--- config.mk ---
export PLATFORM = sky130hd
export DESIGN_NAME = byte_fifo_line_assembler
export DESIGN_NICKNAME = d
export VERILOG_FILES = /design/src/design/bfla_pkg.sv /design/src/design/bfla_ram.sv /design/src/design/byte_fifo_line_assembler.sv
export SDC_FILE = /design/constraint.sdc
export NUM_CORES = 2
export LEC_CHECK = 0
export ABC_AREA = 1
export BUFFER_PORTS_ARGS = -buffer_cell sky130_fd_sc_hd__buf_4
export CORE_UTILIZATION = 60
export DETAILED_ROUTE_END_ITERATION = 12
export PLACE_DENSITY_LB_ADDON = 0.25
export SETUP_SLACK_MARGIN = 0.02
export SLEW_MARGIN = 0
export SYNTH_ARGS = -nofsm -noshare
export SYNTH_HDL_FRONTEND = slang
export SYNTH_SLANG_ARGS = --single-unit
export TNS_END_PERCENT = 5
--- constraint.sdc ---
create_clock -name i_clk -period 4.25 [get_ports i_clk]
set_input_delay 0.425 -clock i_clk [delete_from_list [all_inputs] [get_ports i_clk]]
set_output_delay 0.425 -clock i_clk [all_outputs]
set_load 0.1 [all_outputs]
--- src/design/bfla_pkg.sv ---
package bfla_pkg;

    localparam int unsigned FIFO_DEPTH_DEF  = 256;
    localparam int unsigned LINE_LENGTH_DEF = 64;

    localparam logic [7:0] CH_CR = 8'h0D;
    localparam logic [7:0] CH_LF = 8'h0A;

    localparam logic OP_PUSH  = 1'b0;
    localparam logic OP_DRAIN = 1'b1;

    localparam logic ST_CHAR    = 1'b0;
    localparam logic ST_NO_LINE = 1'b1;

    typedef struct packed {
        logic       operation;
        logic [7:0] rx_data;
    } t_item;

    typedef struct packed {
        logic       status;
        logic [7:0] line_char;
        logic       last;
    } t_result;

    typedef enum logic [2:0] {
        S_IDLE,
        S_DRAIN_RD,
        S_DRAIN_CHK,
        S_LINE_FIRST,
        S_LINE_EMIT,
        S_LINE_TAIL
    } t_state;

endpackage

--- src/design/bfla_ram.sv ---
module bfla_ram #(
    parameter int unsigned WIDTH = 8,
    parameter int unsigned DEPTH = 256
) (
    input  logic                     i_clk,
    input  logic                     i_we,
    input  logic [$clog2(DEPTH)-1:0] i_waddr,
    input  logic [WIDTH-1:0]         i_wdata,
    input  logic [$clog2(DEPTH)-1:0] i_raddr,
    output logic [WIDTH-1:0]         o_rdata
);

    logic [WIDTH-1:0] r_mem [DEPTH];
    logic [WIDTH-1:0] r_rdata;

    always_ff @(posedge i_clk) begin
        if (i_we) begin
            r_mem[i_waddr] <= i_wdata;
        end
        r_rdata <= r_mem[i_raddr];
    end

    assign o_rdata = r_rdata;

endmodule

--- src/design/byte_fifo_line_assembler.sv ---
// Channel   Ports                      Transfer
// ------    -------------------------  -------------------------------------
// item in   start, busy, i_item        taken at an edge with start & !busy
// result    o_valid, o_result          valid-qualified, no back-pressure
//
// A push writes the FIFO RAM unless it is full. A drain reads each popped
// byte in S_DRAIN_RD and checks it in S_DRAIN_CHK (registered RAM read),
// then gives a no-line result for an empty FIFO or emits a found line.
// Synchronous reset clears pointers, line index and state; both RAMs keep
// their contents and need no clearing pass. start is ignored while busy is
// high; the receiver cannot stall results.
module byte_fifo_line_assembler
    import bfla_pkg::*;
#(
    parameter int unsigned FIFO_DEPTH  = FIFO_DEPTH_DEF,
    parameter int unsigned LINE_LENGTH = LINE_LENGTH_DEF
) (
    input  logic    i_clk,
    input  logic    i_rst_n,
    input  logic    start,
    output logic    busy,
    input  t_item   i_item,
    output logic    o_valid,
    output t_result o_result
);

    localparam int unsigned FW = $clog2(FIFO_DEPTH);
    localparam int unsigned LW = $clog2(LINE_LENGTH);

    t_state r_state, n_state;
    logic [FW-1:0] r_wp, n_wp, r_rp, n_rp;
    logic [LW-1:0] r_idx, n_idx;
    logic [LW-1:0] r_bound, n_bound;
    logic [LW-1:0] r_cnt, n_cnt;
    logic [7:0]    r_char, n_char;

    logic [FW-1:0] wp_inc, rp_inc;
    logic          full;
    logic          accept;
    logic          fifo_we;
    logic [7:0]    fifo_rdata;
    logic          line_we;
    logic [7:0]    line_rdata;
    logic [LW:0]   cnt_inc;

    assign wp_inc  = (r_wp == FW'(FIFO_DEPTH - 1)) ? '0 : r_wp + 1'b1;
    assign rp_inc  = (r_rp == FW'(FIFO_DEPTH - 1)) ? '0 : r_rp + 1'b1;
    assign full    = (wp_inc == r_rp);
    assign busy    = (r_state != S_IDLE);
    assign accept  = start && !busy;
    assign fifo_we = accept && (i_item.operation == OP_PUSH) && !full;
    assign cnt_inc = {1'b0, r_cnt} + 1'b1;

    bfla_ram #(
        .WIDTH (8),
        .DEPTH (FIFO_DEPTH)
    ) u_fifo_ram (
        .i_clk   (i_clk),
        .i_we    (fifo_we),
        .i_waddr (r_wp),
        .i_wdata (i_item.rx_data),
        .i_raddr (r_rp),
        .o_rdata (fifo_rdata)
    );

    bfla_ram #(
        .WIDTH (8),
        .DEPTH (LINE_LENGTH)
    ) u_line_ram (
        .i_clk   (i_clk),
        .i_we    (line_we),
        .i_waddr (r_idx),
        .i_wdata (fifo_rdata),
        .i_raddr (n_cnt),
        .o_rdata (line_rdata)
    );

    always_ff @(posedge i_clk) begin
        if (!i_rst_n) begin
            r_state <= S_IDLE;
            r_wp    <= '0;
            r_rp    <= '0;
            r_idx   <= '0;
        end else begin
            r_state <= n_state;
            r_wp    <= n_wp;
            r_rp    <= n_rp;
            r_idx   <= n_idx;
        end
    end

    always_ff @(posedge i_clk) begin
        r_bound <= n_bound;
        r_cnt   <= n_cnt;
        r_char  <= n_char;
    end

    always_comb begin
        n_state  = r_state;
        n_wp     = r_wp;
        n_rp     = r_rp;
        n_idx    = r_idx;
        n_bound  = r_bound;
        n_cnt    = r_cnt;
        n_char   = r_char;
        line_we  = 1'b0;
        o_valid  = 1'b0;
        o_result = '{status: ST_CHAR, line_char: r_char, last: 1'b0};
        unique case (r_state)
            S_IDLE: begin
                if (accept) begin
                    if (i_item.operation == OP_DRAIN) begin
                        n_state = S_DRAIN_RD;
                    end else if (!full) begin
                        n_wp = wp_inc;
                    end
                end
            end
            S_DRAIN_RD: begin
                if (r_rp == r_wp) begin
                    o_valid  = 1'b1;
                    o_result = '{status: ST_NO_LINE, line_char: 8'h00, last: 1'b1};
                    n_state  = S_IDLE;
                end else begin
                    n_rp    = rp_inc;
                    n_state = S_DRAIN_CHK;
                end
            end
            S_DRAIN_CHK: begin
                n_state = S_DRAIN_RD;
                if (fifo_rdata == CH_LF) begin
                    n_idx = '0;
                    if (r_idx != '0) begin
                        n_bound = r_idx;
                        n_cnt   = '0;
                        n_state = S_LINE_FIRST;
                    end
                end else if (fifo_rdata != CH_CR) begin
                    if (r_idx == LW'(LINE_LENGTH - 1)) begin
                        n_idx = '0;
                    end else begin
                        line_we = 1'b1;
                        n_idx   = r_idx + 1'b1;
                    end
                end
            end
            S_LINE_FIRST: begin
                if (line_rdata == 8'h00) begin
                    n_state = S_DRAIN_RD;
                end else if (r_bound == LW'(1)) begin
                    o_valid  = 1'b1;
                    o_result = '{status: ST_CHAR, line_char: line_rdata, last: 1'b1};
                    n_state  = S_IDLE;
                end else begin
                    n_char  = line_rdata;
                    n_cnt   = LW'(1);
                    n_state = S_LINE_EMIT;
                end
            end
            S_LINE_EMIT: begin
                o_valid = 1'b1;
                if (line_rdata == 8'h00) begin
                    o_result.last = 1'b1;
                    n_state       = S_IDLE;
                end else begin
                    n_char = line_rdata;
                    if (cnt_inc == {1'b0, r_bound}) begin
                        n_state = S_LINE_TAIL;
                    end else begin
                        n_cnt = cnt_inc[LW-1:0];
                    end
                end
            end
            S_LINE_TAIL: begin
                o_valid       = 1'b1;
                o_result.last = 1'b1;
                n_state       = S_IDLE;
            end
            default: begin
                n_state = S_IDLE;
            end
        endcase
    end

    a_result_while_busy: assert property (@(posedge i_clk) disable iff (!i_rst_n)
        o_valid |-> busy)
        else $error("result outside a drain");

    a_no_line_is_last: assert property (@(posedge i_clk) disable iff (!i_rst_n)
        (o_valid && o_result.status == ST_NO_LINE) |-> o_result.last)
        else $error("no-line result without last");

    a_last_ends_drain: assert property (@(posedge i_clk) disable iff (!i_rst_n)
        (o_valid && o_result.last) |=> !busy)
        else $error("drain continues after last result");

    a_full_push_dropped: assert property (@(posedge i_clk) disable iff (!i_rst_n)
        (accept && i_item.operation == OP_PUSH && full) |=> $stable(r_wp))
        else $error("push into full FIFO moved write pointer");

    a_check_after_read: assert property (@(posedge i_clk) disable iff (!i_rst_n)
        (r_state == S_DRAIN_CHK) |-> ($past(r_state) == S_DRAIN_RD))
        else $error("FIFO data checked without a read");

endmodule
==> impl_metrics.csv <==
group,metric,value,unit
finish,finalNonFillerCells,11100,
die,fp.dieH,423,um
grt,gr-total-overflow,0,
sta,rsz0062_at_grt,"no",
yosys,syn_area,0.106,sq mm
route,drc,0,
place,hpwl,163,mm
route,vias,71300,
place,dp_cells,10600,
place,gp_congestion,0.957,
power_and_ir_drop,total_power,61.0,mW
die,rows,154,
route,ant_nets,0,
power_and_ir_drop,p_per_area,512,mW/mm^2
finish,layout.nets,8614,
yosys,ys_ff_latch,2621,
worst_setup_path,r2r_slack,340,ps
clock_tree,clock_latency,950,ps
sta,period_minus_slack,3960,ps
worst_setup_path,ff2ff_path_depth,18,
clock_tree,cts_tree,"done",
clock_tree,cts_root_buf,"clkbuf_16",
clock_tree,numCtsBuffers,275,
place,io_buffers,23,
die,dieArea,0.179,sq mm
die,core,0.176,sq mm
sta,tns,0,ps
grt,met3_usage,7.17,%
sta,maxSlewViolCount,0,
route,routedWlPerCell,25.9,um
die,start_util,60.4,%
grt,busiest_layer,"met2",
worst_setup_path,arrival,3540,ps
sta,period_share,93.2,%
route,firstDrtPassIters,6,
yosys,syn_inst,8482,
worst_setup_path,r2r_end,"u_fifo_ram.r_mem[147][5]",
sta,finalSetupViolCount,0,
sta,hold_viol,0,
grt,antenna_found_initial,4,
yosys,synth.avg_cell_area,12.5,sq um
finish,area_delta_synth_final,12.1,%
finish,layout_commonest_cell,"edfxtp_1",
yosys,yosysWarnings,0,
run,cap_violations,0,
grt,grt_pass1_vias,68100,
grt,gr-usage-met2,49.4,%
worst_setup_path,worstSetupStartpointType,"register",
finish,final_cell_mix,"2574 x edfxtp_1, 1322 x nor2_1, 1056 x o21ai_0",
sta,slew_headroom,6.04,%
yosys,synth_compound_area_share,9.70,%
grt,met1_usage,43.7,%
worst_setup_path,crit_required,3830,ps
status,status,"completed",
grt,grt_usage,31.9,%
clock_tree,cts.path.max_buffers,4,
worst_setup_path,critPathLaunch,"r_rp[0]",
yosys,synthMuxAreaShare,0,%
power_and_ir_drop,ir_drop,0.625,mV
route,wirelength,288,mm
clock_tree,path_clk_slew,60,ps
worst_setup_path,worstSetupPathType,"register to output pin",
worst_setup_path,r2r-start,"r_wp[0]",
yosys,synth-seq-area-share,73.5,%
die,dieWidth,423,um
clock_tree,cts_sinks,2621,
yosys,synth.distinct_cells,50,
sta,fmax,0.253,GHz
worst_setup_path,end_kind,"output pin",
yosys,synth_fp_nets,8502,
grt,grt_pass1_wl,428,mm
sta,tightest_slew,1400,ps
sta,fin_skew,46.8,ps
yosys,synthSimpleGateAreaFrac,12.8,%
grt,grt_start_max_net_pins,225,
worst_setup_path,worstPathMaxFanout,47,
hold_path,min_path_type,"input pin to register",
finish,drive_gt1_share,10.6,%
die,io_pins,24,
clock_tree,htreeDepth,5,
finish,utilization,67.7,%
yosys,synth_top_family_by_area,"simple AND/OR/NAND/NOR gates",
power_and_ir_drop,leakagePower,40.3,nW
yosys,synth_xor_area_share,0.0741,%
route,dr.first_iter.drc_count,9794,
yosys,synthAdderAreaFrac,0.0941,%
worst_setup_path,setup.worst_path.end,"o_result[0]",
route,via_per_inst,6.41,
## worst max-delay path, stage by stage (launching register included)
cell and delay (ps):
dfxtp_4 610, inv_8 260, nand2_1 140, nand4_1 130, nor4_1 320, buf_4 220, inv_1 60, o21ai_0 180
inv_2 120, a22oi_1 230, buf_4 340
## synthesized netlist by cell type (all sizes together)
cell / instances / area share (%)
a21oi: 101 / 0.48
buf: 138 / 0.76
clkinv: 4 / 0.014
xnor2: 2 / 0.016
a32o: 6 / 0.056
ha: 8 / 0.094
nor4: 5 / 0.029
a2111oi: 2 / 0.016
nor2: 1389 / 5.1
o31ai: 2 / 0.014
nand2: 674 / 2.5
o21bai: 1 / 0.0071
o2111ai: 1 / 0.0082
o221ai: 203 / 1.7
a22oi: 2 / 0.019
xor2: 7 / 0.058
nand3: 780 / 3.7
o22ai: 311 / 1.8
and3: 2 / 0.012
clkbuf: 467 / 1.6
dfxtp: 47 / 0.88
nor3: 15 / 0.10
inv: 382 / 1.4
o21ai: 1058 / 5.0
nand3b: 176 / 1.2
a31oi: 21 / 0.12
nor3b: 5 / 0.035
edfxtp: 2574 / 73
a221o: 2 / 0.019
a221oi: 7 / 0.058
nand4: 30 / 0.18
o21a: 2 / 0.014
o211ai: 58 / 0.41
## sequential cells by signal, summed over array words and instances (netlist names)
name                flops
r_char                  8
u_fifo_ram.r_mem     2048
u_line_ram.o_rdata      8
r_wp                    8
u_line_ram.r_mem      512
r_cnt                   6
r_bound                 6
u_fifo_ram.o_rdata      8
r_state                 3
r_idx                   6
r_rp                    8
## final cells by class
| class | instances | area, sq um |
|---|---|---|
| diodes | 5 | 12.5 |
| clock buffers | 343 | 7350 |
| well taps | 2340 | 2930 |
| repair buffers | 440 | 3870 |
| multi-input cells | 4870 | 24300 |
| flip-flops and latches | 2621 | 78300 |
| inverters | 386 | 1470 |
| fillers | 12200 | 56800 |
| clock inverters | 116 | 1120 |
## routing by layer
layer / up-vias / wire length (um)
met5: - / 34
met4: 6 / 12600
met3: 727 / 31600
met2: 4363 / 134000
met1: 35000 / 110000
li1: 31300 / -
## report_power, final
group          internal, mW  total (mW)  switching (mW)
Sequential             28.9        29.0           0.117
Combinational          2.29        8.99            6.70
Clock                  13.5        23.1            9.56
Total                  44.7        61.0            16.4
## logic make-up (layout without fill, tap and decap cells)
kind of cell             count (synthesis)  count (layout)
XOR/XNOR                                 9               9
adder cells (fa/ha/maj)                  8               8
flip-flops                            2621            2621
AO/OA/AOI/OAI                         1777            1777
buffers and inverters                  991            1285
AND/OR/NAND/NOR                       3076            3076
other                                    0               5
## worst min path at each step
stage | startpoint | endpoint | depth (start not counted)
2_1_floorplan | u_line_ram.o_rdata[0] | r_char[0] | 0
3_3_place_gp | u_line_ram.o_rdata[7] | r_char[7] | 0
3_5_place_dp | u_line_ram.o_rdata[6] | r_char[6] | 0
4_1_cts | i_item[6] | u_fifo_ram.r_mem[202][6] | 1
5_1_grt | i_item[4] | u_fifo_ram.r_mem[27][4] | 1
6_report | i_item[4] | u_fifo_ram.r_mem[25][4] | 1
## through the flow
step                worst slack [ps]  hold WS, ps  instance area [sq um]
finish                           290         49.8                 119000
detailed placement               380          416                 111000
floorplan                        591          408                 106000
CTS                             28.9         38.4                 119000
global placement                 427          419                 111000
global route                    30.3         54.2                 119000
## what timing repair did
| action | CTS | global route |
|---|---|---|
| endpoints found under the setup margin | 4 | 10 |
| endpoints found under the hold margin | 17 | 0 |
| gates resized for setup | 0 | 1 |
| hold buffers | 3 | 0 |
| buffers inserted | 2 | 4 |
No activity file was read; power rests on OpenSTA's default activity.
